===== config.mk =====
export PLATFORM = sky130hd
export DESIGN_NAME = pmfb_front_flat
export DESIGN_NICKNAME = d
export VERILOG_FILES = /design/src/pmfb_pkg.sv /design/src/pmfb_if.sv /design/src/pmfb_front.sv /design/src/flat_wrapper.sv
export SDC_FILE = /design/constraint.sdc
export NUM_CORES = 1
export LEC_CHECK = 0
export ABC_AREA = 1
export BUFFER_PORTS_ARGS = -buffer_cell sky130_fd_sc_hd__buf_4
export CAP_MARGIN = 0
export CORE_ASPECT_RATIO = 1.25
export CORE_MARGIN = 4
export CORE_UTILIZATION = 55
export CTS_CLUSTER_SIZE = 16
export DETAILED_ROUTE_END_ITERATION = 7
export PLACE_DENSITY = 0.81
export RECOVER_POWER = 100
export SLEW_MARGIN = 10
export SYNTH_ARGS = -nofsm -noshare
export SYNTH_HDL_FRONTEND = slang
export SYNTH_SLANG_ARGS = --single-unit

===== constraint.sdc =====
create_clock -name clk_i -period 4.4 [get_ports clk_i]
set_clock_uncertainty 0.1 [all_clocks]
set_input_delay 0.88 -clock clk_i [delete_from_list [all_inputs] [get_ports clk_i]]
set_output_delay 0.88 -clock clk_i [all_outputs]
set_load 0.03 [all_outputs]

===== src/pmfb_pkg.sv =====
// Package for the paged monochrome frame buffer engine.
// Frame geometry, field widths, command and status codes, queue entry type.
// No dependencies.
`default_nettype none

package pmfb_pkg;

  localparam int unsigned FRAME_COLUMNS = 128;
  localparam int unsigned FRAME_ROWS    = 64;
  localparam int unsigned PAGE_COUNT    = FRAME_ROWS / 8;
  localparam int unsigned STORE_BYTES   = FRAME_COLUMNS * PAGE_COUNT;

  localparam int unsigned ADDR_W = $clog2(STORE_BYTES);
  localparam int unsigned PG_W   = $clog2(PAGE_COUNT + 1);
  localparam int unsigned PCNT_W = (PAGE_COUNT > 1) ? $clog2(PAGE_COUNT) : 1;
  localparam int unsigned COL_W  = $clog2(FRAME_COLUMNS + 1);
  localparam int unsigned CMP_W  = 16;

  localparam int unsigned QUEUE_DEPTH = 4;
  localparam int unsigned QPTR_W      = $clog2(QUEUE_DEPTH);
  localparam int unsigned QCNT_W      = $clog2(QUEUE_DEPTH + 1);

  localparam int unsigned CMD_W    = 3;
  localparam int unsigned X_W      = 7;
  localparam int unsigned Y_W      = 6;
  localparam int unsigned BW_W     = 8;
  localparam int unsigned BH_W     = 7;
  localparam int unsigned DATA_W   = 8;
  localparam int unsigned RIDX_W   = 10;
  localparam int unsigned STATUS_W = 2;

  typedef enum logic [CMD_W-1:0] {
    CMD_CLEAR      = 3'd0,
    CMD_SET_PIXEL  = 3'd1,
    CMD_START_BLIT = 3'd2,
    CMD_BLIT_BYTE  = 3'd3,
    CMD_READ_BYTE  = 3'd4
  } cmd_e;

  typedef enum logic [STATUS_W-1:0] {
    ST_OK      = 2'd0,
    ST_REJECT  = 2'd1,
    ST_IGNORED = 2'd2
  } status_e;

  typedef enum logic [2:0] {
    OP_NOP,
    OP_WRITE,
    OP_SETBIT,
    OP_READ,
    OP_CLEAR
  } op_kind_e;

  typedef struct packed {
    op_kind_e            kind;
    logic [ADDR_W-1:0]   addr;
    logic [DATA_W-1:0]   data;
    status_e             status;
    logic                done;
  } op_t;

endpackage

`default_nettype wire


===== src/pmfb_if.sv =====
// Request and result channel interfaces of the frame buffer engine.
// Depends on pmfb_pkg for field widths.
`default_nettype none

interface pmfb_in_if import pmfb_pkg::*; ();
  logic              valid;
  logic              ready;
  logic [CMD_W-1:0]  command;
  logic [X_W-1:0]    x_pos;
  logic [Y_W-1:0]    y_pos;
  logic [BW_W-1:0]   blit_width;
  logic [BH_W-1:0]   blit_height;
  logic [DATA_W-1:0] data_byte;
  logic [RIDX_W-1:0] read_index;

  modport source (output valid, command, x_pos, y_pos, blit_width, blit_height,
                  data_byte, read_index, input ready);
  modport sink   (input valid, command, x_pos, y_pos, blit_width, blit_height,
                  data_byte, read_index, output ready);
endinterface


`default_nettype wire


===== src/pmfb_front.sv =====
// Front end: accepts requests, checks bounds, tracks blit progress and
// turns each request into one store operation. Depends on pmfb_pkg, pmfb_if.
`default_nettype none

module pmfb_front import pmfb_pkg::*; (
  input  logic      clk_i,
  input  logic      rst_ni,
  input  logic      init_busy_i,
  input  logic      full_i,
  output logic      push_o,
  output op_t       op_o,
  pmfb_in_if.sink   in_i
);

  logic              active_q, active_d;
  logic [ADDR_W-1:0] base_q, base_d;
  logic [PG_W-1:0]   pages_q, pages_d;
  logic [COL_W-1:0]  cols_q, cols_d;
  logic [PCNT_W-1:0] pcnt_q, pcnt_d;
  logic [COL_W-1:0]  ccnt_q, ccnt_d;

  logic [CMP_W-1:0]  x_w, y_w, w_w, h_w, r_w, blit_idx;
  logic [ADDR_W-1:0] xy_addr;
  logic [PG_W-1:0]   pc_inc;
  logic [COL_W-1:0]  cc_inc;

  assign in_i.ready = !full_i && !init_busy_i;
  assign push_o     = in_i.valid && in_i.ready;

  always_comb begin
    x_w      = CMP_W'(in_i.x_pos);
    y_w      = CMP_W'(in_i.y_pos);
    w_w      = CMP_W'(in_i.blit_width);
    h_w      = CMP_W'(in_i.blit_height);
    r_w      = CMP_W'(in_i.read_index);
    xy_addr  = ADDR_W'(CMP_W'(in_i.y_pos >> 3) * CMP_W'(FRAME_COLUMNS) + x_w);
    blit_idx = CMP_W'(base_q) + CMP_W'(pcnt_q) * CMP_W'(FRAME_COLUMNS) + CMP_W'(ccnt_q);
    pc_inc   = PG_W'(pcnt_q) + PG_W'(1);
    cc_inc   = ccnt_q + COL_W'(1);

    op_o     = '{kind: OP_NOP, addr: '0, data: '0, status: ST_OK, done: 1'b0};
    active_d = active_q;
    base_d   = base_q;
    pages_d  = pages_q;
    cols_d   = cols_q;
    pcnt_d   = pcnt_q;
    ccnt_d   = ccnt_q;

    unique case (in_i.command)
      CMD_CLEAR: op_o.kind = OP_CLEAR;
      CMD_SET_PIXEL: begin
        if (x_w < CMP_W'(FRAME_COLUMNS) && y_w < CMP_W'(FRAME_ROWS)) begin
          op_o.kind = OP_SETBIT;
          op_o.addr = xy_addr;
          op_o.data = DATA_W'(1) << in_i.y_pos[2:0];
        end else begin
          op_o.status = ST_REJECT;
        end
      end
      CMD_START_BLIT: begin
        active_d = 1'b0;
        base_d   = '0;
        pages_d  = '0;
        cols_d   = '0;
        pcnt_d   = '0;
        ccnt_d   = '0;
        if (in_i.y_pos[2:0] != 3'd0 || x_w + w_w > CMP_W'(FRAME_COLUMNS)
            || y_w + h_w > CMP_W'(FRAME_ROWS)) begin
          op_o.status = ST_REJECT;
        end else begin
          base_d   = xy_addr;
          pages_d  = PG_W'(in_i.blit_height >> 3);
          cols_d   = COL_W'(in_i.blit_width);
          active_d = (pages_d != '0) && (cols_d != '0);
        end
      end
      CMD_BLIT_BYTE: begin
        if (!active_q) begin
          op_o.status = ST_IGNORED;
        end else begin
          if (blit_idx < CMP_W'(STORE_BYTES)) begin
            op_o.kind = OP_WRITE;
            op_o.addr = ADDR_W'(blit_idx);
            op_o.data = in_i.data_byte;
          end
          if (pc_inc >= pages_q) begin
            pcnt_d = '0;
            ccnt_d = cc_inc;
            if (cc_inc >= cols_q) begin
              active_d  = 1'b0;
              base_d    = '0;
              pages_d   = '0;
              cols_d    = '0;
              ccnt_d    = '0;
              op_o.done = 1'b1;
            end
          end else begin
            pcnt_d = PCNT_W'(pc_inc);
          end
        end
      end
      CMD_READ_BYTE: begin
        if (r_w < CMP_W'(STORE_BYTES)) begin
          op_o.kind = OP_READ;
          op_o.addr = ADDR_W'(r_w);
        end
      end
      default: ;
    endcase
  end

  always_ff @(posedge clk_i or negedge rst_ni) begin
    if (!rst_ni) begin
      active_q <= 1'b0;
      base_q   <= '0;
      pages_q  <= '0;
      cols_q   <= '0;
      pcnt_q   <= '0;
      ccnt_q   <= '0;
    end else if (push_o) begin
      active_q <= active_d;
      base_q   <= base_d;
      pages_q  <= pages_d;
      cols_q   <= cols_d;
      pcnt_q   <= pcnt_d;
      ccnt_q   <= ccnt_d;
    end
  end

  a_active_nonempty: assert property (@(posedge clk_i) disable iff (!rst_ni)
    active_q |-> (pages_q != '0) && (cols_q != '0))
    else $error("active blit with empty extent");

  a_counts_bounded: assert property (@(posedge clk_i) disable iff (!rst_ni)
    active_q |-> (PG_W'(pcnt_q) < pages_q) && (ccnt_q < cols_q))
    else $error("blit counters out of range");

  a_done_ends_blit: assert property (@(posedge clk_i) disable iff (!rst_ni)
    (push_o && op_o.done) |=> !active_q)
    else $error("blit still active after last byte");

endmodule

`default_nettype wire


===== src/flat_wrapper.sv =====
// flat-port wrapper written by rule: the top's interface ports become plain ports
module pmfb_front_flat import pmfb_pkg::*;
  (clk_i, rst_ni, init_busy_i, full_i, push_o, op_o, in_i_valid, in_i_command, in_i_x_pos, in_i_y_pos, in_i_blit_width, in_i_blit_height, in_i_data_byte, in_i_read_index, in_i_ready);
  pmfb_in_if in_i_i ();
  input  logic clk_i;
  input  logic rst_ni;
  input  logic init_busy_i;
  input  logic full_i;
  output logic push_o;
  output op_t op_o;
  input wire logic [$bits(in_i_i.valid)-1:0] in_i_valid;
  input wire logic [$bits(in_i_i.command)-1:0] in_i_command;
  input wire logic [$bits(in_i_i.x_pos)-1:0] in_i_x_pos;
  input wire logic [$bits(in_i_i.y_pos)-1:0] in_i_y_pos;
  input wire logic [$bits(in_i_i.blit_width)-1:0] in_i_blit_width;
  input wire logic [$bits(in_i_i.blit_height)-1:0] in_i_blit_height;
  input wire logic [$bits(in_i_i.data_byte)-1:0] in_i_data_byte;
  input wire logic [$bits(in_i_i.read_index)-1:0] in_i_read_index;
  output wire logic [$bits(in_i_i.ready)-1:0] in_i_ready;
  assign in_i_i.valid = in_i_valid;
  assign in_i_i.command = in_i_command;
  assign in_i_i.x_pos = in_i_x_pos;
  assign in_i_i.y_pos = in_i_y_pos;
  assign in_i_i.blit_width = in_i_blit_width;
  assign in_i_i.blit_height = in_i_blit_height;
  assign in_i_i.data_byte = in_i_data_byte;
  assign in_i_i.read_index = in_i_read_index;
  assign in_i_ready = in_i_i.ready;
  pmfb_front u_core (.clk_i(clk_i), .rst_ni(rst_ni), .init_busy_i(init_busy_i), .full_i(full_i), .push_o(push_o), .op_o(op_o), .in_i(in_i_i));
endmodule

# Word-level counts from Yosys, hierarchy flattened
# Index checks and enable logic that the tools add are counted.
[totals]
memories = 0
elab_cells = 81
ff_bits = 34
romBits = 0
inputBits = 54
out_inout_bits = 26
ramBits = 0
latch_bits = 0
[op_classes]
n_eq_ne = 7
mux = 39
magnitude_cmp = 5
reduce_logical = 16
n_shift = 1
n_addsub = 7
bitwise_logic = 0
n_mul = 0
div_mod_pow = 0
[op_table]
columns = ["op", "n"]
rows = [
  ["8-bit 2-to-1 mux", 7],
  ["8-bit one-hot mux with 2 select lines", 3],
  ["10-bit 2-to-1 mux", 4],
  ["10-bit one-hot mux with 3 select lines", 1],
  ["21-bit 2-to-1 mux", 1],
  ["10-bit one-hot mux with 2 select lines", 1],
  ["19-bit 2-to-1 mux", 1],
  ["16-bit by 8-bit adder with 16-bit output", 1],
  ["16-bit by 7-bit > comparator with 1-bit output (second input constant)", 1],
  ["16-bit by 8-bit > comparator with 1-bit output (second input constant)", 1],
  ["16-bit by 11-bit less-than comparator with 1-bit output (second input constant)", 1],
  ["4-bit 2-to-1 mux", 4],
  ["3-bit one-hot mux with 4 select lines", 1],
  ["10-bit by 10-bit adder with 11-bit output", 1],
  ["10-bit by 7-bit adder with 10-bit output", 1],
  ["7-bit by 8-bit adder with 9-bit output", 1],
  ["1-bit 2-to-1 mux", 9],
  ["6-bit by 7-bit adder with 8-bit output", 1],
  ["8-bit by 1-bit adder with 8-bit output (second input constant)", 1],
  ["8-bit greater-or-equal comparator", 1],
  ["4-bit one-hot mux with 2 select lines", 1],
  ["8-bit nonzero test", 1],
  ["1-bit by 3-bit left shift with 8-bit output (first input constant)", 1],
  ["3-bit by 2-bit == test with 1-bit output (second input constant)", 2],
  ["21 further kinds", 28],
]

# Longest topological paths before layout
# Gate-level depths: netlist (run 1).
[depth]
word_depth = 6
ltp_mapped = 15
mapped_depth_nobuf = 14

# Worst setup path before layout (run 1)
# OpenSTA, ideal clock, no wires.
[synth_path]
kind = "in2out"
startpoint = "input in_i_blit_width[0]"
endpoint = "output op_o[1] (netlist name)"
slack_ps = 634
cell_stages = 12
required_time_ps = 3420
n_path_buf = 1
arrival_ps = 2786
path_cell_list = "ha_1 -> fa_1 -> or2_2 -> nor2_1 -> nand3_1 -> nor2_1 -> nand3_1 -> nand2_1 -> clkbuf_1 -> nand3_1 -> nand3_1 -> inv_1"
[synth_lines]
columns = ["element", "line", "text"]
rows = [
  ["from (decl)", "flat_wrapper.sv:15", "input wire logic [$bits(in_i_i.blit_width)-1:0] in_i_blit_width;"],
  ["to (decl)", "flat_wrapper.sv:10", "output op_t op_o;"],
]

==> results of run 1 <==
power groups by stage:
| stage | clock, uW | combinational [uW] | sequential [uW] |
|---|---|---|---|
| 3_3_place_gp | 0 | 423 | 362 |
| 4_1_cts | 249 | 441 | 356 |
| 5_1_grt | 266 | 483 | 358 |
| 3_5_place_dp | 0 | 439 | 362 |
| 6_report | 247 | 428 | 356 |
| 2_1_floorplan | 0 | 301 | 353 |
metal layers:
metal  share of wire, %  wire length [um]
met5                  0                 0
met4                2.1               208
met3                6.8               681
met2                 50              4988
met1                 41              4097
synth_stat cells (all sizes together), types with 3 or more instances:
cell      n  area [um2]
or2       3       21.27
xnor2     3       26.28
clkbuf    5       18.77
nand2   137       524.3
nand3    49       245.2
xor2     12       105.1
ha       38       475.5
o21bai    8       60.06
o21ai    43       215.2
inv      88       330.3
dfrtp    34       850.8
a21oi    20       111.4
nor3      5       25.02
nand4    40       265.3
nor2     57       242.7
fa        4       80.08
buf      12       78.83
how the worst max path moves through the flow:
stage / to / slack (ns) / depth (start not counted)
6_report: op_o[4] / 0.36 / 12
5_1_grt: op_o[9] / 0.19 / 12
4_1_cts: op_o[12] / 0.60 / 12
3_5_place_dp: op_o[1] / 0.64 / 13
3_3_place_gp: op_o[1] / 0.65 / 13
2_1_floorplan: op_o[1] / 0.63 / 12
placed cells by master (no fill, tap or decap), drive strengths merged, types with 2 or more instances in the layout:
cell	n
xor2	12
nor2	57
clkinv	2
inv	87
nand4	40
nand3	49
nor3	5
a21o	2
a21oi	20
xnor2	3
dfrtp	34
o211ai	2
o21ai	43
o21bai	8
buf	63
fa	4
ha	38
clkbuf	25
or2	3
nand2	137
logic make-up (layout without fill, tap and decap cells):
family,Yosys count,in the layout,synth area share [%]
adder cells (fa/ha/maj),42,42,14.76
flip-flops,34,34,22.61
multiplexers,1,1,0.2660
buffers and inverters,105,178,11.37
XOR/XNOR,15,15,3.491
AND/OR/NAND/NOR,294,294,35.87
AO/OA/AOI/OAI,78,78,11.64
state kept, by name, summed over array words and instances (netlist names):
name and flops:
u_core.pcnt_q 3, u_core.ccnt_q 8, u_core.base_q 10, u_core.active_q 1, u_core.pages_q 4, u_core.cols_q 8
per-stage QoR:
stage | worst slack, ns | util, % | total power [uW] | std cells
floorplan | 0.6339 | - | 654.8 | 569
global placement | 0.6536 | 66.46 | 784.4 | 721
detailed placement | 0.6415 | 66.46 | 800.8 | 721
CTS | 0.6015 | 67.90 | 1046 | 729
global route | 0.1927 | 66.52 | 1107 | 729
finish | 0.3611 | 66.52 | 1031 | 729
worst max-delay path, cell delays in order, from the launching register on:
cell and delay, ns:
dfrtp_1 0.45, ha_1 0.26, fa_1 0.42, nand3_1 0.10, nand3_1 0.15, nand3_1 0.11
nand2_1 0.10, nand3_1 0.12, nand4_4 0.19, inv_1 0.37, nand2_1 0.10, nand2_1 0.07
clkbuf_1 0.31
area by class of cell:
cell class | instances | share of cell area, %
inverters | 88 | 7.517
flip-flops and latches | 34 | 19.36
multi-input cells | 430 | 56.09
well taps | 87 | 2.477
clock inverters | 2 | 0.2847
repair buffers | 82 | 12.39
clock buffers | 6 | 1.879
==> results.json, run 1 <==
{
  "globalplace.congestion": 0.9308,
  "clkLatencyLatePin_ns": 0.30,
  "end_kind": "output pin",
  "avgSynthCellArea_um2": 6.614,
  "startpoint": "u_core.ccnt_q[0]$_DFFE_PN0P_",
  "final.setup.tns_ns": 0,
  "clkPwrFrac_pct": 24.0,
  "drc": 0,
  "top_usage_layer": "met2",
  "nFillCells": 612,
  "crit_path_start_kind": "flop",
  "critPathRequiredTime_ns": 3.42,
  "final_area_mm2": 0.004394,
  "yosysWarnings": 0,
  "post_cts_buffers": 0,
  "firstDrtPassIters": 5,
  "pwr_density_cell_mw_per_mm2": 234.6,
  "max_freq_ghz": 0.2476,
  "cts_resized": 0,
  "htreeDepth": 2,
  "root_buffer": "clkbuf_8",
  "cp.arrival_ns": 3.06,
  "leakagePower_uw": 0.002304,
  "grt_pass1_wl_um": 16760,
  "ys.flop_type": "dfrtp_1",
  "wl_per_cell_um": 13.68,
  "clock-sinks": 34,
  "core-area_mm2": 0.006606,
  "vias": 3978,
  "combPwrFrac_pct": 41.5,
  "drive_gt1_share_pct": 12.93,
  "crit_path_max_fanout": 10,
  "status": "finished with violations",
  "slew_viol_final": 35,
  "rr_worst_depth": 12,
  "worst_pin_slew_ns": 1.838,
  "hold_buffers": 0,
  "violations": "max-capacitance violations, max-slew violations",
  "p_sw_uw": 412.8,
  "rr_endpoint": "u_core.pages_q[1]$_DFFE_PN0P_",
  "grt_pass1_vias": 3716,
  "holdCritStartpoint": "u_core.cols_q[3]$_DFFE_PN0P_",
  "io-pin-count": 80,
  "drt_iter0_markers": 255,
  "r2r_slack_ns": 0.68,
  "intPower_uw": 618.0,
  "antenna_cells": 0,
  "overflow": 0,
  "cts_made_buffers": 5,
  "grt.met3_usage_pct": 3.041,
  "place_area_mm2": 0.004390,
  "fin_crit_ns": 4.039,
  "netlist_area_mm2": 0.003764,
  "regArea_um2": 850.8,
  "totalWireLength_um": 9975,
  "synthDistinctLibCells": 39,
  "cts_tree": "built",
  "die_w_um": 81.99,
  "whs_path_depth": 2,
  "rsz0062_at_grt": "no",
  "met2_usage_pct": 43.93,
  "via_per_inst": 5.457,
  "synth_edf_count": 0,
  "path_class": "flop to output pin",
  "maxSlewHeadroom_pct": -22.53,
  "fp.dieH_um": 100.5,
  "io_buffers": 79,
  "die_area_mm2": 0.008239,
  "hold_end": "u_core.cols_q[3]$_DFFE_PN0P_",
  "rows": 33,
  "floorplan.initialDensity_pct": 56.97,
  "areaGrowthSynthToFinish_pct": 16.76,
  "antenna_left": 0,
  "synthCells": 569,
  "dp_hpwl_um": 8110,
  "reg2reg_from": "u_core.ccnt_q[1]$_DFFE_PN0P_",
  "grt_max_degree": 45,
  "holdWs_ns": 0.3875,
  "cts.reportedPaths.clkPinSlew_ns": 0.08,
  "finalSetupViolations": 0,
  "finalNetCount": 737,
  "synth_fp_nets": 665,
  "ir_drop_mv": 0.1259,
  "seqPwrFrac_pct": 34.5,
  "maxCapViolCount": 1,
  "grt_usage_pct": 25.90,
  "antenna_found_initial": 0,
  "clk_path_buf_depth": 2,
  "yosysSeqAreaShare_pct": 22.61,
  "finalHoldViolCount": 0,
  "switching_share_pct": 40.05,
  "gr-usage-met1_pct": 33.52,
  "synth_seq_cells": 34,
  "hold_path_class": "flop to flop",
  "fin_crit_sh_pct": 91.79,
  "synth-async-reset-ratio_pct": 100.0,
  "multi_input_area_mm2": 0.002465
}
No activity file was read; power rests on OpenSTA's default activity.
==> run 2: changes to the inputs <==
--- a/config.mk
+++ b/config.mk
@@ -13,6 +13,7 @@
 export CORE_UTILIZATION = 55
 export CTS_CLUSTER_SIZE = 16
 export DETAILED_ROUTE_END_ITERATION = 7
+export GPL_TIMING_DRIVEN = 0
 export PLACE_DENSITY = 0.81
 export RECOVER_POWER = 100
 export SLEW_MARGIN = 10
==> run 2 against run 1 <==
Effect of this change: the flow still finishes with violations (max-capacitance violations, max-slew violations); sequential share of layout area fell by 0.34 points; setup slack worse by 0.082 ns; final area rose by 1.8%; register-to-register slack got worse by 0.06 ns; flip-flop and latch count stayed put; die area did not move; non-clock buffer count up 13; critical path type is now input pin to output pin; highest routed layer unchanged.
==> results.json, run 2 (synthesis gave the netlist of run 1 again) <==
{
  "grt_usage_pct": 26.78,
  "via_per_inst": 5.474,
  "crit_path_max_fanout": 10,
  "top_regs": "u_core.base_q: 10 flops, u_core.ccnt_q: 8 flops, u_core.cols_q: 8 flops",
  "final_cells": 742,
  "floorplan.initialDensity_pct": 56.97,
  "end_kind": "output pin",
  "hold_path_class": "flop to flop",
  "gr-usage-met1_pct": 33.48,
  "met2_usage_pct": 45.80,
  "crit_path_start_kind": "input pin",
  "areaGrowthSynthToFinish_pct": 18.82,
  "vias": 4062,
  "regArea_um2": 850.8,
  "multi_input_area_mm2": 0.002447,
  "antenna_cells": 0,
  "top_register": "u_core.base_q",
  "clock-sinks": 34,
  "power_uw": 1146,
  "path_class": "input pin to output pin",
  "critPathRequiredTime_ns": 3.42,
  "worst_pin_slew_ns": 1.838,
  "most-common-layout-cells": "136 x nand2_1, 83 x inv_1, 58 x buf_4",
  "hold_end": "u_core.cols_q[5]$_DFFE_PN0P_",
  "dp_hpwl_um": 8511,
  "die_area_mm2": 0.008239,
  "final.setup.tns_ns": 0,
  "reg2reg_from": "u_core.ccnt_q[1]$_DFFE_PN0P_",
  "status": "finished with violations",
  "io-pin-count": 80,
  "grt_max_degree": 35,
  "worst_path_max_delay_cell": "fa_1",
  "top_usage_layer": "met2",
  "io_buffers": 79,
  "max_freq_ghz": 0.2427,
  "core-area_mm2": 0.006606,
  "hold_buffers": 0,
  "leakagePower_uw": 0.002365,
  "violations": "max-capacitance violations, max-slew violations",
  "antenna_left": 0,
  "whs_path_depth": 2,
  "htreeDepth": 2,
  "finalHoldViolCount": 0,
  "placed_cells": 735,
  "largest_reg_flops": 10,
  "final_util_pct": 67.69,
  "finalNetCount": 750,
  "holdCritStartpoint": "u_core.cols_q[5]$_DFFE_PN0P_",
  "rr_endpoint": "u_core.base_q[2]$_DFFE_PN0P_",
  "fp.dieH_um": 100.5,
  "cts.reportedPaths.clkPinSlew_ns": 0.07,
  "setup_ws_ns": 0.2788,
  "root_buffer": "clkbuf_8",
  "rows": 33,
  "rr_worst_depth": 14,
  "ir_drop_mv": 0.1514,
  "nFillCells": 610,
  "final_common_cell": "nand2_1",
  "worstPathCellList": "buf_4 -> ha_1 -> fa_1 -> or2_2 -> nor2_1 -> nand3_1 -> nor2_1 -> nand2_1 -> nand2_1 -> clkbuf_2 -> nand3_1 -> nand3_1 -> inv_1 -> buf_4",
  "post_cts_buffers": 0,
  "path_common_cell": "nand3_1",
  "firstDrtPassIters": 5,
  "slew_viol_final": 35,
  "fin_crit_sh_pct": 93.66,
  "cts_made_buffers": 5,
  "pwr_density_cell_mw_per_mm2": 256.3,
  "r2r_slack_ns": 0.62,
  "drive_gt1_share_pct": 13.89,
  "grt.met3_usage_pct": 4.114,
  "die_w_um": 81.99,
  "pre_cts_ws_ns": 0.1551,
  "maxSlewHeadroom_pct": -22.53,
  "finalSetupViolations": 0,
  "totalWireLength_um": 10410,
  "drc": 0,
  "overflow": 0,
  "rsz0062_at_grt": "no",
  "globalplace.congestion": 0.9580,
  "grt_pass1_vias": 3864,
  "max_stage_delay_ns": 0.43,
  "cp.arrival_ns": 3.14,
  "drt_iter0_markers": 229,
  "clk_path_buf_depth": 2,
  "fin_crit_ns": 4.121,
  "wl_per_cell_um": 14.02,
  "maxCapViolCount": 1,
  "path_buf_inv": 4,
  "critPathTopFamily": "simple AND/OR/NAND/NOR gates",
  "antenna_found_initial": 0,
  "grt_pass1_wl_um": 17440,
  "cts_tree": "built",
  "clkLatencyLatePin_ns": 0.29
}
run 2: worst max path at each step:
stage	slack [ns]	end	start	cells after the start
after floorplan	0.63	op_o[1]	in_i_blit_width[0]	12
after global placement	0.18	op_o[1]	in_i_blit_width[0]	14
after detailed placement	0.16	op_o[1]	in_i_blit_width[0]	14
after CTS	0.15	op_o[1]	in_i_blit_width[0]	14
after global routing	0.07	op_o[7]	u_core.ccnt_q[0]$_DFFE_PN0P_	12
final	0.28	op_o[1]	in_i_y_pos[0]	14
run 2: layer usage:
layer | up-vias | share of wire, %
met5 | - | 0
met4 | 0 | 2.6
met3 | 23 | 6.2
met2 | 141 | 49
met1 | 1856 | 42
li1 | 2042 | -
run 2: worst min-delay path: cells and delay by family, from the launching register on:
kind	cells	cell delay [ns]
and+or+nand+nor	1	0.05
DFF	1	0.35
AOI/OAI and AO/OA	1	0.06
run 2: what timing repair did:
item / in CTS / in global routing
setup endpoints to repair: 0 / 1
hold endpoints to repair: 0 / 0
gates resized for setup: 0 / 0
run 2: stage by stage:
stage | hold slack [ns] | instance area, um2
2_1_floorplan | 0.3588 | 3764
3_3_place_gp | 0.3735 | 4466
3_5_place_dp | 0.3816 | 4466
4_1_cts | 0.3968 | 4608
5_1_grt | 0.4071 | 4472
6_report | 0.3942 | 4472
run 2: report_power, final:
group	internal [uW]	switching (uW)	leakage [uW]
clock	242	118	0.0000714
sequential	333	24.1	0.000463
combinational	160	270	0.00183
total	734	412	0.00237
run 2: area by class of cell:
| cell class | count | area share, % |
|---|---|---|
| Clock buffer | 6 | 1.847 |
| Buffer | 16 | 1.595 |
| Timing Repair Buffer | 79 | 11.64 |
| Tap cell | 87 | 2.434 |
| Sequential cell | 34 | 19.03 |
| Clock inverter | 2 | 1.343 |
| Multi-Input combinational cell | 430 | 54.73 |
| Inverter | 88 | 7.387 |
==> run 3: changes to the inputs <==
--- a/config.mk
+++ b/config.mk
@@ -14,8 +14,10 @@
 export CTS_CLUSTER_SIZE = 16
 export DETAILED_ROUTE_END_ITERATION = 7
 export GPL_TIMING_DRIVEN = 0
-export PLACE_DENSITY = 0.81
+export PLACE_DENSITY_LB_ADDON = 0.15
 export RECOVER_POWER = 100
+export REMOVE_ABC_BUFFERS = 1
+export SETUP_SLACK_MARGIN = 0.5
 export SLEW_MARGIN = 10
 export SYNTH_ARGS = -nofsm -noshare
 export SYNTH_HDL_FRONTEND = slang
==> run 3 against run 2 <==
Effect of this change: the flow still finishes with violations (max-capacitance violations, max-slew violations); clock-buffer cell count grew 1; maximum frequency grew 6.0%; non-clock buffer count shrank 11.
==> results.json, run 3 (synthesis gave the netlist of run 1 again) <==
{
  "status": "finished with violations",
  "violations": "max-capacitance violations, max-slew violations",
  "pre_cts_ws_ns": -0.1017,
  "leakagePower_uw": 0.002311,
  "die_w_um": 81.99,
  "totalWireLength_um": 10220,
  "drt_iter0_markers": 185,
  "rows": 33,
  "placed_cells": 718,
  "via_per_inst": 5.471,
  "maxSlewHeadroom_pct": -21.47,
  "root_buffer": "clkbuf_8",
  "grt_usage_pct": 26.80,
  "holdCritStartpoint": "u_core.cols_q[3]$_DFFE_PN0P_",
  "cts_tree": "built",
  "antenna_found_initial": 0,
  "areaGrowthSynthToFinish_pct": 18.78,
  "rsz0062_at_grt": "no",
  "crit_path_start_kind": "flop",
  "r2r_slack_ns": 0.81,
  "rr_endpoint": "u_core.cols_q[0]$_DFFE_PN0P_",
  "path_class": "flop to output pin",
  "antenna_cells": 0,
  "core-area_mm2": 0.006606,
  "hold_end": "u_core.cols_q[3]$_DFFE_PN0P_",
  "grt_pass1_vias": 4126,
  "reg2reg_from": "u_core.ccnt_q[0]$_DFFE_PN0P_",
  "vias": 4016,
  "io_buffers": 79,
  "clkLatencyLatePin_ns": 0.30,
  "pwr_density_cell_mw_per_mm2": 243.1,
  "die_area_mm2": 0.008239,
  "clock-sinks": 34,
  "fp.dieH_um": 100.5,
  "cp.arrival_ns": 2.91,
  "wl_per_cell_um": 13.92,
  "end_kind": "output pin",
  "holdWs_ns": 0.3814,
  "whs_path_depth": 2,
  "critPathRequiredTime_ns": 3.42,
  "cts_made_buffers": 5,
  "max_freq_ghz": 0.2571,
  "io-pin-count": 80,
  "fin_crit_ns": 3.890,
  "floorplan.initialDensity_pct": 56.97,
  "clk_path_buf_depth": 2,
  "top_register": "u_core.base_q",
  "final.setup.tns_ns": 0,
  "final_common_cell": "nand2_1",
  "overflow": 0,
  "firstDrtPassIters": 5,
  "grt_max_degree": 45,
  "maxCapViolCount": 1,
  "cts.reportedPaths.clkPinSlew_ns": 0.07,
  "hold_path_class": "flop to flop",
  "setup_ws_ns": 0.5103,
  "hold_buffers": 0,
  "grt_pass1_wl_um": 17690,
  "final_cells": 734,
  "ir_drop_mv": 0.2355,
  "slew_viol_final": 35,
  "final_util_pct": 67.67,
  "worst_pin_slew_ns": 1.822,
  "finalSetupViolations": 0,
  "crit_path_max_fanout": 10,
  "most-common-layout-cells": "132 x nand2_1, 83 x inv_1, 62 x buf_4",
  "largest_reg_flops": 10,
  "globalplace.congestion": 0.8958,
  "finalHoldViolCount": 0,
  "finalNetCount": 742,
  "top_regs": "u_core.base_q: 10 flops, u_core.ccnt_q: 8 flops, u_core.cols_q: 8 flops",
  "dp_hpwl_um": 8030,
  "fin_crit_sh_pct": 88.40,
  "rr_worst_depth": 12,
  "drc": 0,
  "htreeDepth": 2,
  "antenna_left": 0,
  "drive_gt1_share_pct": 14.37
}
-- run 3: metal layers --
layer	vias to the layer above	global-route usage, %	share of wire (%)
met4	0	10.74	2.8
met2	129	47.85	52
met3	25	5.188	5.9
met5	-	0	0
met1	1820	30.66	40
li1	2042	-	-
-- run 3: final cells by class --
type	instances	area [um2]
Multi-Input combinational cell	433	2521
Fill cell	637	2136
Sequential cell	34	853.3
Timing Repair Buffer	84	548.0
Inverter	88	332.8
Tap cell	87	108.9
Clock buffer	7	76.32
Clock inverter	1	30.03
-- run 3: repair_timing --
action,4_1_cts,5_1_grt
gates cloned,2,1
pin swaps,2,3
setup endpoints to repair,1,12
setup buffers,2,3
resized for setup,6,10
-- run 3: critical path, stage by stage (launching register included) --
cell and delay, ns:
dfrtp_1 0.45, ha_1 0.21, inv_1 0.06, fa_1 0.59, nor2_1 0.08, nand2_1 0.07
o21ai_0 0.17, nand2_1 0.16, nand4_4 0.20, inv_4 0.18, nand2_1 0.08, nand2_1 0.06
clkbuf_1 0.31
-- run 3: how the worst max path moves through the flow --
| stage | startpoint | to | slack [ns] |
|---|---|---|---|
| CTS | in_i_blit_width[0] | op_o[1] | 0.51 |
| global placement | in_i_blit_width[0] | op_o[1] | -0.06 |
| finish | u_core.pcnt_q[0]$_DFFE_PN0P_ | op_o[9] | 0.51 |
| detailed placement | in_i_blit_width[0] | op_o[1] | -0.10 |
| floorplan | in_i_blit_width[0] | op_o[1] | 0.49 |
| global route | u_core.ccnt_q[0]$_DFFE_PN0P_ | op_o[7] | 0.33 |
-- run 3: metrics by stage --
step | power, uW | instance area [um2]
floorplan | 647.2 | 3666
global placement | 779.2 | 4368
detailed placement | 796.0 | 4368
CTS | 1091 | 4524
global route | 1159 | 4471
finish | 1087 | 4471
-- run 3: report_power, final --
group | internal [uW] | switching (uW)
clock | 169 | 119
sequential | 333 | 23.8
combinational | 163 | 279
