`src/pmfb_pkg.sv`:
```
// Package for the paged monochrome frame buffer engine.
// Frame geometry, field widths, command and status codes, queue entry type.
// No dependencies.
`default_nettype none

package pmfb_pkg;

  localparam int unsigned FRAME_COLUMNS = 128;
  localparam int unsigned FRAME_ROWS    = 64;
  localparam int unsigned PAGE_COUNT    = FRAME_ROWS / 8;
  localparam int unsigned STORE_BYTES   = FRAME_COLUMNS * PAGE_COUNT;

  localparam int unsigned ADDR_W = $clog2(STORE_BYTES);
  localparam int unsigned PG_W   = $clog2(PAGE_COUNT + 1);
  localparam int unsigned PCNT_W = (PAGE_COUNT > 1) ? $clog2(PAGE_COUNT) : 1;
  localparam int unsigned COL_W  = $clog2(FRAME_COLUMNS + 1);
  localparam int unsigned CMP_W  = 16;

  localparam int unsigned QUEUE_DEPTH = 4;
  localparam int unsigned QPTR_W      = $clog2(QUEUE_DEPTH);
  localparam int unsigned QCNT_W      = $clog2(QUEUE_DEPTH + 1);

  localparam int unsigned CMD_W    = 3;
  localparam int unsigned X_W      = 7;
  localparam int unsigned Y_W      = 6;
  localparam int unsigned BW_W     = 8;
  localparam int unsigned BH_W     = 7;
  localparam int unsigned DATA_W   = 8;
  localparam int unsigned RIDX_W   = 10;
  localparam int unsigned STATUS_W = 2;

  typedef enum logic [CMD_W-1:0] {
    CMD_CLEAR      = 3'd0,
    CMD_SET_PIXEL  = 3'd1,
    CMD_START_BLIT = 3'd2,
    CMD_BLIT_BYTE  = 3'd3,
    CMD_READ_BYTE  = 3'd4
  } cmd_e;

  typedef enum logic [STATUS_W-1:0] {
    ST_OK      = 2'd0,
    ST_REJECT  = 2'd1,
    ST_IGNORED = 2'd2
  } status_e;

  typedef enum logic [2:0] {
    OP_NOP,
    OP_WRITE,
    OP_SETBIT,
    OP_READ,
    OP_CLEAR
  } op_kind_e;

  typedef struct packed {
    op_kind_e            kind;
    logic [ADDR_W-1:0]   addr;
    logic [DATA_W-1:0]   data;
    status_e             status;
    logic                done;
  } op_t;

endpackage

`default_nettype wire

```
`src/pmfb_queue.sv`:
```
// Small FIFO of store operations between front and back end.
// Depends on pmfb_pkg.
`default_nettype none

module pmfb_queue import pmfb_pkg::*; (
  input  logic clk_i,
  input  logic rst_ni,
  input  logic push_i,
  input  op_t  op_i,
  output logic full_o,
  input  logic pop_i,
  output logic empty_o,
  output op_t  head_o
);

  op_t               entry_q [QUEUE_DEPTH];
  logic [QPTR_W-1:0] wr_q, rd_q;
  logic [QCNT_W-1:0] cnt_q;

  assign full_o  = cnt_q == QCNT_W'(QUEUE_DEPTH);
  assign empty_o = cnt_q == '0;
  assign head_o  = entry_q[rd_q];

  always_ff @(posedge clk_i) begin
    if (push_i) entry_q[wr_q] <= op_i;
  end

  always_ff @(posedge clk_i or negedge rst_ni) begin
    if (!rst_ni) begin
      wr_q  <= '0;
      rd_q  <= '0;
      cnt_q <= '0;
    end else begin
      if (push_i) wr_q <= wr_q + QPTR_W'(1);
      if (pop_i)  rd_q <= rd_q + QPTR_W'(1);
      if (push_i && !pop_i)      cnt_q <= cnt_q + QCNT_W'(1);
      else if (pop_i && !push_i) cnt_q <= cnt_q - QCNT_W'(1);
    end
  end

endmodule

`default_nettype wire

```
`config.mk`:
```
export PLATFORM = sky130hd
export DESIGN_NAME = pmfb_queue
export DESIGN_NICKNAME = d
export VERILOG_FILES = /design/src/pmfb_pkg.sv /design/src/pmfb_queue.sv
export SDC_FILE = /design/constraint.sdc
export NUM_CORES = 1
export LEC_CHECK = 0
export BUFFER_PORTS_ARGS = -buffer_cell sky130_fd_sc_hd__buf_2
export CAP_MARGIN = 20
export CORE_UTILIZATION = 51
export DETAILED_ROUTE_END_ITERATION = 10
export MAX_ROUTING_LAYER = met4
export PLACE_DENSITY = 0.81
export SYNTH_ARGS = -nofsm -noshare
export SYNTH_HDL_FRONTEND = slang
export SYNTH_SLANG_ARGS = --single-unit
```
`constraint.sdc`:
```
create_clock -name clk_i -period 1.66 [get_ports clk_i]
set_input_delay 0.166 -clock clk_i [delete_from_list [all_inputs] [get_ports clk_i]]
set_output_delay 0.166 -clock clk_i [all_outputs]
set_load 0.05 [all_outputs]
```
* Yosys cells after proc, flatten, opt, wreduce, memory -nomap -nowiden
Memory sizes are Yosys's and may differ from the RTL's.
Index checks and enable logic that the tools add are counted.
** Storage, ports and cells
- Bits of input ports :: 28
- Register bits after elaboration :: 7
- Word-level logic and storage cells :: 19
- Output and inout port bits :: 26
- Memory bits (writable) :: 96
- Memories kept :: 1
** Memories
- entry_q :: depth 4, width 24, read ports 1, clocked after Yosys merged registers in 0, write ports 1, line pmfb_queue.sv:16 : op_t entry_q [QUEUE_DEPTH];
** Cells by class
- Add/subtract/negate cells :: 4
- Mux-type cells :: 4
- Equal/unequal tests :: 1
- Reduce and logical (&&, ||, !) cells :: 6
** Operator list (count)
- $mux 3 :: 2
- $add 2x1->2 const B :: 2
- $add 3x1->3 const B :: 1
- $eq 3x3->1 const B :: 1
- $logic_not 3->1 :: 1
- $sub 3x1->3 const B :: 1
- $logic_and 1x1->1 :: 2
- $logic_not 1->1 :: 2
- $mux 1 :: 2
- $reduce_bool 2->1 :: 1

* Longest topological paths before layout
Gate-level depths: netlist (run 1).
- Word-level depth :: 4
- Depth in mapped cells :: 7
- Depth with buffers taken out :: 7

* Worst setup path before layout (run 1)
Ideal clock, no wire load.
- Path kind :: reg-to-output
- Start point :: register cnt_q[0]
- End point :: output full_o
- Path buffers :: 0
- Arrival time :: 1.599 ns
- Required time :: 1.494 ns
- Stages on the path, launching flop included :: 2
- Path slack :: -0.105 ns
- Cell sequence :: dfrtp_1 nor3b_1
** On the way
- Cells in the longest elaborated chain, start to end :: 1
** Ends and longest elaborated chain
- start, declared :: line pmfb_queue.sv:18 : logic [QCNT_W-1:0] cnt_q;
- start signal, assigned :: line pmfb_queue.sv:36 : if (push_i && !pop_i) cnt_q <= cnt_q + QCNT_W'(1);
- start signal, assigned :: line pmfb_queue.sv:37 : else if (pop_i && !push_i) cnt_q <= cnt_q - QCNT_W'(1);
- $eq 3x3->1 :: line pmfb_queue.sv:20 : assign full_o = cnt_q == QCNT_W'(QUEUE_DEPTH);
- end, declared :: line pmfb_queue.sv:10 : output logic full_o,
Every way passes these cells.

==> results_tabular.tex, run 1 <==
\begin{tabular}{lr}
\hline
Metric & Value \\
\hline
\multicolumn{2}{l}{\textbf{Status}} \\
\quad Run status & complete, but fails checks \\
\quad Failing checks & negative setup slack \\
\multicolumn{2}{l}{\textbf{Timing}} \\
\quad Number of endpoints failing setup at the final stage & 24 \\
\quad Number of hold violations in the final report & 0 \\
\quad Setup repair after global routing missed its margin & true \\
\quad Final-layout setup total negative slack & -4.157 ns \\
\quad Share of the cycle needed by the critical path after routing & 111.9\% \\
\quad Fmax & $\sim$540 MHz \\
\quad Min cycle time layout & between 1.5 and 2 ns \\
\quad Crit path setup slack, layout & -0.1983 ns \\
\quad Tightest Pin Transition & between 0.2 and 0.3 ns \\
\quad Worst hold-check slack & 0.02244 ns \\
\quad Headroom to the max-slew limit & between 80\% and 90\% \\
\quad Number of max-slew violations in the final report & 0 \\
\quad Final worst clock skew & approximately 0.006 ns \\
\multicolumn{2}{l}{\textbf{Synth}} \\
\quad Adder-cell area share of the yosys netlist & between 2 and 2.5\% \\
\quad Fraction of the yosys area taken by sequential cells & between 70\% and 80\% \\
\quad Synth Area in Compound Gates & 0.1282\% \\
\quad Count of different cell masters after synthesis & 19 \\
\quad Synth Cell Area & a little under 4000 µm² \\
\quad Flip-flop and latch count after synthesis & 103 \\
\quad Xor/xnor cell area share of the yosys netlist & under 10\% \\
\quad Syn nets & 194 \\
\quad Post-synthesis mux area share & about 15\% \\
\quad Synth Area in Simple Gates & between 1 and 1.5\% \\
\quad Synth Instances & 160 \\
\quad Total of warnings raised by yosys & 0 \\
\quad Combinational family with the most area after synthesis & multiplexers \\
\quad Post-Syn Area per Cell & 24.39 µm² \\
\multicolumn{2}{l}{\textbf{Setup path}} \\
\quad Top cell by count, worst path & sky130\_fd\_sc\_hd\_\_buf\_6 \\
\quad Peak fanout along the critical path & 5 \\
\quad Critical path origin & rd\_q[0] \\
\quad CP bufs+invs & 2 \\
\quad Series of cell instances along the critical path & buf\_6 -> mux4\_2 -> buf\_6 \\
\quad Data required time of the worst path & between 1 and 1.5 ns \\
\quad Path depth of the worst reg2reg path & 4 \\
\quad Delay of the slowest cell on the worst path & 0.53 ns \\
\quad Startpoint class of the critical path & flop \\
\quad End of the worst register-to-register path & entry\_q[1][17] \\
\quad Slowest stage cell, crit path & sky130\_fd\_sc\_hd\_\_mux4\_2 \\
\quad Nature of the critical path endpoint & output port \\
\quad Setup slack on the worst flop-to-flop path & about 0.18 ns \\
\quad Start of the worst register-to-register path & wr\_q[1] \\
\quad CP Class & flop to output port \\
\quad CP Data Arrival Time & 1.69 ns \\
\quad Top delay family on crit path & multiplexers \\
\multicolumn{2}{l}{\textbf{Finish}} \\
\quad Leading cell types in the layout, fill and taps excluded & sky130\_fd\_sc\_hd\_\_edfxtp\_1, sky130\_fd\_sc\_hd\_\_buf\_2, sky130\_fd\_sc\_hd\_\_buf\_6 \\
\quad Post-layout nets & 267 \\
\quad Most common library cell in the layout ignoring fill and taps & sky130\_fd\_sc\_hd\_\_edfxtp\_1 \\
\quad Antenna Diode Count & 0 \\
\quad Fraction of final layout cells with drive strength greater than 1 & 45.38\% \\
\quad FILL cells & approximately 490 \\
\quad Non-Filler Cell Area, Final & between 4000 and 5000 µm² \\
\quad Layout Area Growth over Synthesis & 21.83\% \\
\multicolumn{2}{l}{\textbf{Routing}} \\
\quad Metal2 WL & 3295 µm \\
\quad Total length of routed wires & about 6300 µm \\
\quad Vias & $\sim$1800 \\
\quad Number of DRC violations after detailed routing & 0 \\
\quad Number of nets still failing antenna checks after routing & 0 \\
\quad Routed vias/inst & 5.300 \\
\quad DR WL/cell & 18.65 µm \\
\quad Amount of wire on met3 after detailed routing & approximately 260 µm \\
\quad Met1 wire length & about 2700 µm \\
\quad 1st-pass router iterations & 4 \\
\quad Highest layer used for signal routing & met4 \\
\quad First DRT Iteration DRCs & between 100 and 150 \\
\multicolumn{2}{l}{\textbf{Power}} \\
\quad Cell leakage power & 1.682 nW \\
\quad Cell Pwr Density & between 1500 and 2000 nW/µm² \\
\quad Worst IR Drop VDD & 0.8770 mV \\
\multicolumn{2}{l}{\textbf{Min path}} \\
\quad Min-delay worst type & input port to flop \\
\quad WHS Endpoint & entry\_q[3][23] \\
\quad Hold path start & op\_i[23] \\
\quad Cell depth of the worst min-delay path & 1 \\
\multicolumn{2}{l}{\textbf{Flow run}} \\
\quad Max-capacitance violation count & 0 \\
\multicolumn{2}{l}{\textbf{Clock network}} \\
\quad CTS buffer count & 9 \\
\quad Clock latency on the worst-skew pair & $\sim$0.35 ns \\
\quad CTS tree & yes \\
\quad Clock Sink Count & $\sim$100 \\
\quad Clock transition at path regs & $\sim$0.090 ns \\
\quad CTS Buffer Depth & 2 \\
\quad Htree depth & 3 \\
\quad Clk root buf & sky130\_fd\_sc\_hd\_\_clkbuf\_8 \\
\multicolumn{2}{l}{\textbf{Global route}} \\
\quad Total global routing track utilization & between 10\% and 20\% \\
\quad Initial antenna violation count & 0 \\
\quad Grt total ovfl & 0 \\
\quad Maximum number of pins on one net before global-route repair & 22 \\
\quad Wire length of the first global-routing pass & around 9800 µm \\
\quad Vias in the first global route & $\sim$1900 \\
\multicolumn{2}{l}{\textbf{Floorplanning}} \\
\quad Initial Util & around 53\% \\
\quad Num rows & 31 \\
\quad Overall die height & between 80 and 90 µm \\
\quad Floorplan die width & approximately 89 µm \\
\quad Die footprint & about 8000 µm² \\
\quad Boundary Pins & 54 \\
\quad Placeable core region & 7331 µm² \\
\multicolumn{2}{l}{\textbf{Placement}} \\
\quad Port buffer count & 53 \\
\quad Post-DP HPWL & around 4200 µm \\
\quad Place WS & between 0.1 and 0.15 ns \\
\quad GPL Wtd Cong & about 0.7 \\
\quad Dpl cell area & around 4400 µm² \\
\hline
\end{tabular}
[synthesized netlist by cell type]
cell type	n	share of area, %
sky130_fd_sc_hd__buf_12	2	1.0
sky130_fd_sc_hd__nor2_1	1	0.096
sky130_fd_sc_hd__xor2_1	4	0.90
sky130_fd_sc_hd__mux2_2	1	0.29
sky130_fd_sc_hd__and2_1	4	0.64
sky130_fd_sc_hd__o21ai_0	1	0.13
sky130_fd_sc_hd__xnor2_1	2	0.45
sky130_fd_sc_hd__mux4_2	18	10
sky130_fd_sc_hd__buf_6	1	0.29
sky130_fd_sc_hd__nor3_1	1	0.13
sky130_fd_sc_hd__inv_1	4	0.38
sky130_fd_sc_hd__fa_1	1	0.51
sky130_fd_sc_hd__nand2_1	2	0.19
sky130_fd_sc_hd__buf_2	3	0.38
sky130_fd_sc_hd__edfxtp_1	96	74
sky130_fd_sc_hd__ha_1	5	1.6
sky130_fd_sc_hd__nor3b_1	1	0.19
sky130_fd_sc_hd__mux4_1	6	4.0
sky130_fd_sc_hd__dfrtp_1	7	4.5
[what timing repair did]
action	in CTS	in global routing
setup buffers	1	0
gates resized for setup	47	14
hold buffers	1	0
pin swaps	0	0
gates cloned	1	0
endpoints found under the hold margin	7	0
setup endpoints to repair	24	24
[kinds of logic (layout without fill, tap and decap cells)]
family | after synthesis | in the layout
flip-flops | 103 | 103
multiplexers | 25 | 25
buffers and inverters | 10 | 88
AND/OR/NAND/NOR | 9 | 9
adder cells (fa/ha/maj) | 6 | 6
XOR/XNOR | 6 | 6
AO/OA/AOI/OAI | 1 | 1
[where the power goes]
group	internal (mW)	switching, mW
Clock	0.708	0.790
Sequential	3.41	0.210
Combinational	1.81	2.53
Total	5.93	3.53
[worst max path at each step]
stage | to | slack [ns] | cells past startpoint
5_1_grt | head_o[15] | -0.26 | 3
2_1_floorplan | entry_q[0][0] | 0.05 | 3
3_5_place_dp | head_o[21] | 0.12 | 3
4_1_cts | head_o[15] | -0.25 | 4
3_3_place_gp | head_o[21] | 0.13 | 3
6_report | head_o[14] | -0.20 | 3
[per-layer routing]
layer | vias to the layer above | track usage [%]
li1 | 798 | -
met5 | - | -
met3 | 4 | 3.416
met2 | 55 | 29.49
met1 | 929 | 23.05
met4 | 0 | 7.359
[sequential cells by signal (all words and copies together) (netlist names)]
register	flops
cnt_q	3
wr_q	2
rd_q	2
entry_q	96
[metrics by stage]
step                      utilization [%]  total power [mW]  cells
final                               64.86             9.454    337
after floorplan                         -             6.510    160
after global placement              59.98             7.314    319
after CTS                           64.62             9.478    338
after global routing                64.86             9.901    337
after detailed placement            59.98             7.390    319
[layout make-up]
type	count	area (µm²)	area share (%)
Timing Repair Buffer	68	615.6	12.95
Sequential cell	103	3059	64.34
Multi-Input combinational cell	47	750.7	15.79
Clock buffer	12	135.1	2.842
Tap cell	99	123.9	2.605
Clock inverter	4	55.05	1.158
Inverter	4	15.01	0.3158
(Power assumes the default switching activity.)
==> run 2: changes to the inputs <==
--- a/config.mk
+++ b/config.mk
@@ -11,6 +11,7 @@
 export DETAILED_ROUTE_END_ITERATION = 10
 export MAX_ROUTING_LAYER = met4
 export PLACE_DENSITY = 0.81
+export SETUP_SLACK_MARGIN = 0.3
 export SYNTH_ARGS = -nofsm -noshare
 export SYNTH_HDL_FRONTEND = slang
 export SYNTH_SLANG_ARGS = --single-unit
==> run 2 against run 1 <==
The flow still finishes with violations (negative setup slack); fmax shrank 1.7%; highest routed layer unchanged; sequential share of layout area shrank 1.6 points; first-iteration DRC count shrank 7.7%; global-route usage shrank 0.88 points; hold slack gained 0.0073 ns; worst setup slack lost 0.033 ns; cell area grew 2.6%.
==> results_tabular.tex, run 2 (synthesis gave the netlist of run 1 again) <==
\begin{tabular}{lr}
\hline
Metric & Value \\
\hline
\multicolumn{2}{l}{\textbf{Timing}} \\
\quad Final-layout setup total negative slack & -4.911 ns (-0.7543 ns) \\
\quad Min cycle time layout & 1.891 ns (+0.03250 ns) \\
\quad Number of max-slew violations in the final report & 0 (unchanged) \\
\quad Number of endpoints failing setup at the final stage & 24 (unchanged) \\
\quad Final worst clock skew & 0.008498 ns (+0.002546 ns) \\
\quad Number of hold violations in the final report & 0 (unchanged) \\
\quad Setup repair after global routing missed its margin & true \\
\quad Crit path setup slack, layout & -0.2308 ns (-0.03250 ns) \\
\quad Tightest Pin Transition & 0.2250 ns (-0.05061 ns) \\
\quad Fmax & 528.9 MHz (-1.7\%) \\
\quad Headroom to the max-slew limit & 85.00\% (+3.4 points) \\
\quad Share of the cycle needed by the critical path after routing & 113.9\% (+2.0 points) \\
\multicolumn{2}{l}{\textbf{Global route}} \\
\quad Wire length of the first global-routing pass & 9384 µm (-4.6\%) \\
\quad Maximum number of pins on one net before global-route repair & 26 (+18\%) \\
\quad Initial antenna violation count & 0 (unchanged) \\
\quad Vias in the first global route & 1835 (-2.2\%) \\
\quad Total global routing track utilization & 17.36\% (-0.88 points) \\
\quad Grt total ovfl & 0 (unchanged) \\
\multicolumn{2}{l}{\textbf{Clock network}} \\
\quad CTS tree & yes \\
\quad Clock Sink Count & 103 (unchanged) \\
\quad Clock latency on the worst-skew pair & 0.35 ns (about the same) \\
\quad CTS Buffer Depth & 2 (unchanged) \\
\quad Htree depth & 3 (unchanged) \\
\quad CTS buffer count & 9 (unchanged) \\
\quad Clock transition at path regs & 0.09 ns (about the same) \\
\quad Clk root buf & sky130\_fd\_sc\_hd\_\_clkbuf\_8 \\
\multicolumn{2}{l}{\textbf{Setup path}} \\
\quad End of the worst register-to-register path & cnt\_q[2] \\
\quad Start of the worst register-to-register path & cnt\_q[1] \\
\quad CP Class & flop to output port \\
\quad Startpoint class of the critical path & flop \\
\quad Setup slack on the worst flop-to-flop path & 0.35 ns (+0.17 ns) \\
\quad CP bufs+invs & 3 (+1) \\
\quad Nature of the critical path endpoint & output port \\
\quad Top delay family on crit path & multiplexers \\
\quad Data required time of the worst path & 1.49 ns (about the same) \\
\quad Path depth of the worst reg2reg path & 4 (unchanged) \\
\quad Peak fanout along the critical path & 5 (unchanged) \\
\quad Delay of the slowest cell on the worst path & 0.52 ns (about the same) \\
\quad Slowest stage cell, crit path & sky130\_fd\_sc\_hd\_\_mux4\_2 \\
\quad Series of cell instances along the critical path & buf\_4 -> buf\_12 -> mux4\_2 -> buf\_6 \\
\quad CP Data Arrival Time & 1.72 ns (+0.03 ns) \\
\multicolumn{2}{l}{\textbf{Routing}} \\
\quad First DRT Iteration DRCs & 120 (-7.7\%) \\
\quad Vias & 1808 (+1.2\%) \\
\quad DR WL/cell & 18.94 µm (+1.6\%) \\
\quad Total length of routed wires & 6536 µm (+4.0\%) \\
\quad 1st-pass router iterations & 4 (unchanged) \\
\quad Number of nets still failing antenna checks after routing & 0 (unchanged) \\
\quad Number of DRC violations after detailed routing & 0 (unchanged) \\
\quad Routed vias/inst & 5.241 (-1.1\%) \\
\multicolumn{2}{l}{\textbf{Placement}} \\
\quad Placed insts & 312 (-2.2\%) \\
\quad Post-DP HPWL & 3636 µm (-13\%) \\
\quad GPL Wtd Cong & 0.6900 (-1.6\%) \\
\quad Place WS & 0.1162 ns (-0.006970 ns) \\
\quad Port buffer count & 53 (unchanged) \\
\multicolumn{2}{l}{\textbf{Min path}} \\
\quad Cell depth of the worst min-delay path & 1 (unchanged) \\
\quad Hold path start & op\_i[20] \\
\quad WHS Endpoint & entry\_q[0][20] \\
\quad Min-delay worst type & input port to flop \\
\multicolumn{2}{l}{\textbf{Finish}} \\
\quad FILL cells & 481 (-2.0\%) \\
\quad Layout Area Growth over Synthesis & 25.04\% \\
\quad Final core occ & 66.56\% (+1.7 points) \\
\quad Leading cell types in the layout, fill and taps excluded & sky130\_fd\_sc\_hd\_\_edfxtp\_1, sky130\_fd\_sc\_hd\_\_buf\_2, sky130\_fd\_sc\_hd\_\_buf\_6 \\
\quad Post-layout nets & 274 (+2.6\%) \\
\quad Non-filler cells, final & 345 (+2.4\%) \\
\quad Largest register FFs & 96 (unchanged) \\
\quad Register with the most flip-flops & entry\_q \\
\quad Registers with the most flip-flops & entry\_q: 96 flops, cnt\_q: 3 flops \\
\quad Most common library cell in the layout ignoring fill and taps & sky130\_fd\_sc\_hd\_\_edfxtp\_1 \\
\quad Fraction of final layout cells with drive strength greater than 1 & 50.20\% (+4.8 points) \\
\multicolumn{2}{l}{\textbf{Power}} \\
\quad Power after layout & 9.699 mW (+2.6\%) \\
\quad Cell leakage power & 1.730 nW (+2.8\%) \\
\quad Worst IR Drop VDD & 1.154 mV (+32\%) \\
\quad Cell Pwr Density & 1988 nW/µm² (about the same) \\
\multicolumn{2}{l}{\textbf{Floorplanning}} \\
\quad Die footprint & 8006 µm² (unchanged) \\
\quad Boundary Pins & 54 (unchanged) \\
\quad Floorplan die width & 89.48 µm (unchanged) \\
\quad Placeable core region & 7331 µm² (unchanged) \\
\quad Initial Util & 53.23\% (unchanged) \\
\quad Num rows & 31 (unchanged) \\
\quad Overall die height & 89.48 µm (unchanged) \\
\multicolumn{2}{l}{\textbf{Flow run}} \\
\quad Max-capacitance violation count & 0 (unchanged) \\
\multicolumn{2}{l}{\textbf{Status}} \\
\quad Run status & complete, but fails checks \\
\quad Failing checks & negative setup slack \\
\hline
\end{tabular}
run 2: cell count changes in the layout (fill, tap and decap cells not counted), sizes merged:
| cell | change |
|---|---|
| clkbuf | +2 |
| clkinv | +1 |
| and2 | +4 |
| bufinv | -1 |
| diode | +1 |
| clkinvlp | +1 |
| inv | -1 |
| buf | +1 |
run 2: final cells by class:
type,instances,area (µm²),share of cell area [%]
Sequential cell,103,3062,62.74
Multi-Input combinational cell,51,805.8,16.51
Timing Repair Buffer,71,703.2,14.41
Clock buffer,12,135.1,2.769
Tap cell,99,123.9,2.538
Clock inverter,4,32.53,0.6667
Inverter,4,15.01,0.3077
Antenna cell,1,2.502,0.05128
run 2: per-stage QoR:
stage | cell area, µm² | hold slack, ns
after detailed placement | 4338 | 0.01415
after global routing | 4877 | 0.01804
after global placement | 4338 | 0.01415
final | 4880 | 0.02978
after floorplan | 3919 | -0.1296
after CTS | 4703 | 0.009595
run 2: report_power, final:
group | leakage (nW) | switching (mW) | internal (mW)
Sequential | 0.961 | 0.213 | 3.42
Clock | 0.0768 | 0.792 | 0.553
Combinational | 0.692 | 2.63 | 2.09
Total | 1.73 | 3.64 | 6.06
run 2: worst max-delay path by stage:
| stage | slack [ns] | start | cells after the start | end |
|---|---|---|---|---|
| floorplan | 0.22 | rd_q[0] | 2 | head_o[10] |
| global placement | 0.12 | rd_q[0] | 3 | head_o[23] |
| detailed placement | 0.12 | rd_q[0] | 3 | head_o[23] |
| CTS | -0.26 | rd_q[0] | 4 | head_o[18] |
| global route | -0.28 | rd_q[0] | 4 | head_o[9] |
| finish | -0.23 | rd_q[0] | 4 | head_o[5] |
run 2: what timing repair did:
action	CTS	global route
setup buffers	2	6
hold buffers	1	0
gates cloned	2	5
pin swaps	1	4
hold endpoints to repair	7	0
gates resized for setup	58	17
setup endpoints to repair	94	94
run 2: layer usage:
layer  routed length (µm)  track usage, %
met4                   82           7.215
met2                 3295           27.34
met5                    0               -
met1                 2940           22.32
met3                  217           3.509
==> run 3: changes to the inputs <==
--- a/config.mk
+++ b/config.mk
@@ -7,11 +7,13 @@
 export LEC_CHECK = 0
 export BUFFER_PORTS_ARGS = -buffer_cell sky130_fd_sc_hd__buf_2
 export CAP_MARGIN = 20
+export CORE_ASPECT_RATIO = 0.5
 export CORE_UTILIZATION = 51
 export DETAILED_ROUTE_END_ITERATION = 10
+export GPL_ROUTABILITY_DRIVEN = 0
 export MAX_ROUTING_LAYER = met4
 export PLACE_DENSITY = 0.81
-export SETUP_SLACK_MARGIN = 0.3
+export SETUP_SLACK_MARGIN = 0.4
 export SYNTH_ARGS = -nofsm -noshare
 export SYNTH_HDL_FRONTEND = slang
 export SYNTH_SLANG_ARGS = --single-unit
==> run 3 against run 2 <==
The run still ends with negative setup slack left; routed wire length grew 13%; highest routed layer unchanged; non-clock buffer count decreased by 9; clock-buffer cell count down 2; largest power group unchanged.
==> results_tabular.tex, run 3 (synthesis gave the netlist of run 1 again) <==
\begin{tabular}{lr}
\hline
Metric & Value \\
\hline
\multicolumn{2}{l}{\textbf{Power}} \\
\quad Cell leakage power & 1.734 nW (+0.23\%) \\
\quad Cell Pwr Density & 2088 nW/µm² (+5.0\%) \\
\quad Worst IR Drop VDD & 0.9426 mV (-18\%) \\
\multicolumn{2}{l}{\textbf{Timing}} \\
\quad Setup repair after global routing missed its margin & true \\
\quad Min cycle time layout & 1.846 ns (-0.04434 ns) \\
\quad Fmax & 541.6 MHz (+2.4\%) \\
\quad Number of hold violations in the final report & 0 (unchanged) \\
\quad Share of the cycle needed by the critical path after routing & 111.2\% (-2.7 points) \\
\quad Number of endpoints failing setup at the final stage & 24 (unchanged) \\
\quad Tightest Pin Transition & 0.2397 ns (+0.01475 ns) \\
\quad Final worst clock skew & 0.004835 ns (-0.003662 ns) \\
\quad Headroom to the max-slew limit & 84.02\% (-0.98 points) \\
\quad Number of max-slew violations in the final report & 0 (unchanged) \\
\quad Crit path setup slack, layout & -0.1864 ns (+0.04434 ns) \\
\multicolumn{2}{l}{\textbf{Finish}} \\
\quad Registers with the most flip-flops & entry\_q: 96 flops, cnt\_q: 3 flops \\
\quad FILL cells & 455 (-5.4\%) \\
\quad Non-filler cells, final & 340 (-1.4\%) \\
\quad Layout Area Growth over Synthesis & 26.64\% \\
\quad Fraction of final layout cells with drive strength greater than 1 & 54.92\% (+4.7 points) \\
\quad Final core occ & 66.99\% (+0.43 points) \\
\quad Antenna Diode Count & 0 (-1) \\
\quad Most common library cell in the layout ignoring fill and taps & sky130\_fd\_sc\_hd\_\_edfxtp\_1 \\
\quad Leading cell types in the layout, fill and taps excluded & sky130\_fd\_sc\_hd\_\_edfxtp\_1, sky130\_fd\_sc\_hd\_\_buf\_2, sky130\_fd\_sc\_hd\_\_mux4\_2 \\
\quad Largest register FFs & 96 (unchanged) \\
\quad Post-layout nets & 273 (-0.36\%) \\
\quad Register with the most flip-flops & entry\_q \\
\multicolumn{2}{l}{\textbf{Setup path}} \\
\quad Setup slack on the worst flop-to-flop path & 0.33 ns (-0.02 ns) \\
\quad Path depth of the worst reg2reg path & 4 (unchanged) \\
\quad End of the worst register-to-register path & cnt\_q[2] \\
\quad Startpoint class of the critical path & flop \\
\quad Start of the worst register-to-register path & cnt\_q[1] \\
\quad Data required time of the worst path & 1.49 ns (about the same) \\
\quad Nature of the critical path endpoint & output port \\
\quad Peak fanout along the critical path & 5 (unchanged) \\
\quad CP Data Arrival Time & 1.68 ns (-0.04 ns) \\
\quad CP Class & flop to output port \\
\multicolumn{2}{l}{\textbf{Min path}} \\
\quad Min-delay worst type & input port to flop \\
\quad Cell depth of the worst min-delay path & 1 (unchanged) \\
\quad WHS Endpoint & entry\_q[0][14] \\
\quad Hold path start & op\_i[14] \\
\multicolumn{2}{l}{\textbf{Routing}} \\
\quad Highest layer used for signal routing & met4 \\
\quad Amount of wire on met3 after detailed routing & 514 µm (+140\%) \\
\quad First DRT Iteration DRCs & 150 (+25\%) \\
\quad Metal2 WL & 3816 µm (+16\%) \\
\quad Routed vias/inst & 5.515 (+5.2\%) \\
\quad Number of nets still failing antenna checks after routing & 0 (unchanged) \\
\quad DR WL/cell & 21.75 µm (+15\%) \\
\quad Vias & 1875 (+3.7\%) \\
\quad Met1 wire length & 3020 µm (+2.7\%) \\
\quad Number of DRC violations after detailed routing & 0 (unchanged) \\
\quad Total length of routed wires & 7396 µm (+13\%) \\
\quad 1st-pass router iterations & 4 (unchanged) \\
\multicolumn{2}{l}{\textbf{Placement}} \\
\quad Post-DP HPWL & 3830 µm (+5.4\%) \\
\quad Placed insts & 308 (-1.3\%) \\
\quad Port buffer count & 53 (unchanged) \\
\quad Place WS & 0.1261 ns (+0.009864 ns) \\
\multicolumn{2}{l}{\textbf{Flow run}} \\
\quad Max-capacitance violation count & 0 (unchanged) \\
\multicolumn{2}{l}{\textbf{Clock network}} \\
\quad CTS Buffer Depth & 2 (unchanged) \\
\quad Clock transition at path regs & 0.07 ns (-0.02 ns) \\
\quad Clk root buf & sky130\_fd\_sc\_hd\_\_clkbuf\_16 \\
\quad Clock latency on the worst-skew pair & 0.34 ns (about the same) \\
\quad CTS buffer count & 9 (unchanged) \\
\quad CTS tree & yes \\
\quad Htree depth & 3 (unchanged) \\
\quad Clock Sink Count & 103 (unchanged) \\
\multicolumn{2}{l}{\textbf{Floorplanning}} \\
\quad Overall die height & 63.86 µm (-29\%) \\
\quad Die footprint & 8027 µm² (+0.27\%) \\
\quad Initial Util & 52.90\% (-0.33 points) \\
\quad Boundary Pins & 54 (unchanged) \\
\quad Num rows & 22 (-29\%) \\
\quad Placeable core region & 7377 µm² (+0.63\%) \\
\quad Floorplan die width & 125.7 µm (+40\%) \\
\multicolumn{2}{l}{\textbf{Status}} \\
\quad Failing checks & negative setup slack \\
\quad Run status & complete, but fails checks \\
\multicolumn{2}{l}{\textbf{Global route}} \\
\quad Maximum number of pins on one net before global-route repair & 21 (-19\%) \\
\quad Vias in the first global route & 1981 (+8.0\%) \\
\quad Wire length of the first global-routing pass & 11230 µm (+20\%) \\
\quad Total global routing track utilization & 20.64\% (+3.3 points) \\
\quad Grt total ovfl & 0 (unchanged) \\
\quad Initial antenna violation count & 0 (unchanged) \\
\hline
\end{tabular}
## run 3: cell count changes in the layout (fill, tap and decap cells not counted), sizes merged
| cell | before | now |
|---|---|---|
| clkinv | 2 | 1 |
| inv | 4 | 6 |
| clkbuf | 14 | 10 |
| and2 | 8 | 16 |
| buf | 68 | 61 |
| clkinvlp | 2 | 3 |
| diode | 1 | 0 |
## run 3: final cells by class
class | instances | area (µm²) | area share (%)
Multi-Input combinational cell | 59 | 930.9 | 18.84
Inverter | 4 | 17.52 | 0.3544
Clock buffer | 10 | 229.0 | 4.633
Timing Repair Buffer | 62 | 526.8 | 10.66
Tap cell | 96 | 120.1 | 2.430
Sequential cell | 103 | 3064 | 62.00
Clock inverter | 6 | 53.80 | 1.089
## run 3: repair_timing
item,in CTS,in global routing
setup buffers,3,0
cloned,12,0
hold buffers,1,0
pin swaps,1,1
gates resized for setup,75,7
endpoints found under the setup margin,124,64
hold endpoints to repair,7,0
## run 3: critical path: stages, from the launching register on
cell and delay (ns):
sky130_fd_sc_hd__dfrtp_2 0.44, sky130_fd_sc_hd__buf_4 0.19, sky130_fd_sc_hd__mux4_2 0.52, sky130_fd_sc_hd__buf_4 0.21
## run 3: metal layers
metal  up-vias  GRT usage [%]
met5         -              -
met4         0          6.402
met3         4          6.365
met2        74          33.54
met1       968          25.27
li1        829              -
## run 3: how the worst max path moves through the flow
stage,cells after the start,endpoint,startpoint
floorplan,2,head_o[10],rd_q[0]
global placement,3,head_o[22],rd_q[0]
detailed placement,7,cnt_q[2],push_i
CTS,3,head_o[10],rd_q[0]
global route,3,head_o[7],rd_q[0]
finish,3,head_o[7],rd_q[0]
## run 3: where the power goes
part | leakage, nW | total [mW] | internal (mW) | switching [mW]
Combinational | 0.646 | 4.66 | 1.95 | 2.72
Sequential | 0.959 | 3.67 | 3.43 | 0.247
Clock | 0.129 | 1.98 | 1.04 | 0.939
## run 3: per-stage QoR
step           hold WS [ns]  area (µm²)  total power [mW]  setup TNS, ns
2_1_floorplan       -0.1296        3936             6.557              0
3_3_place_gp       0.002307        4332             7.261              0
3_5_place_dp        0.01561        4332             7.370              0
4_1_cts             0.02999        4954             10.31         -4.008
5_1_grt             0.02174        4942             10.68         -4.559
6_report            0.03889        4942             10.32         -3.476
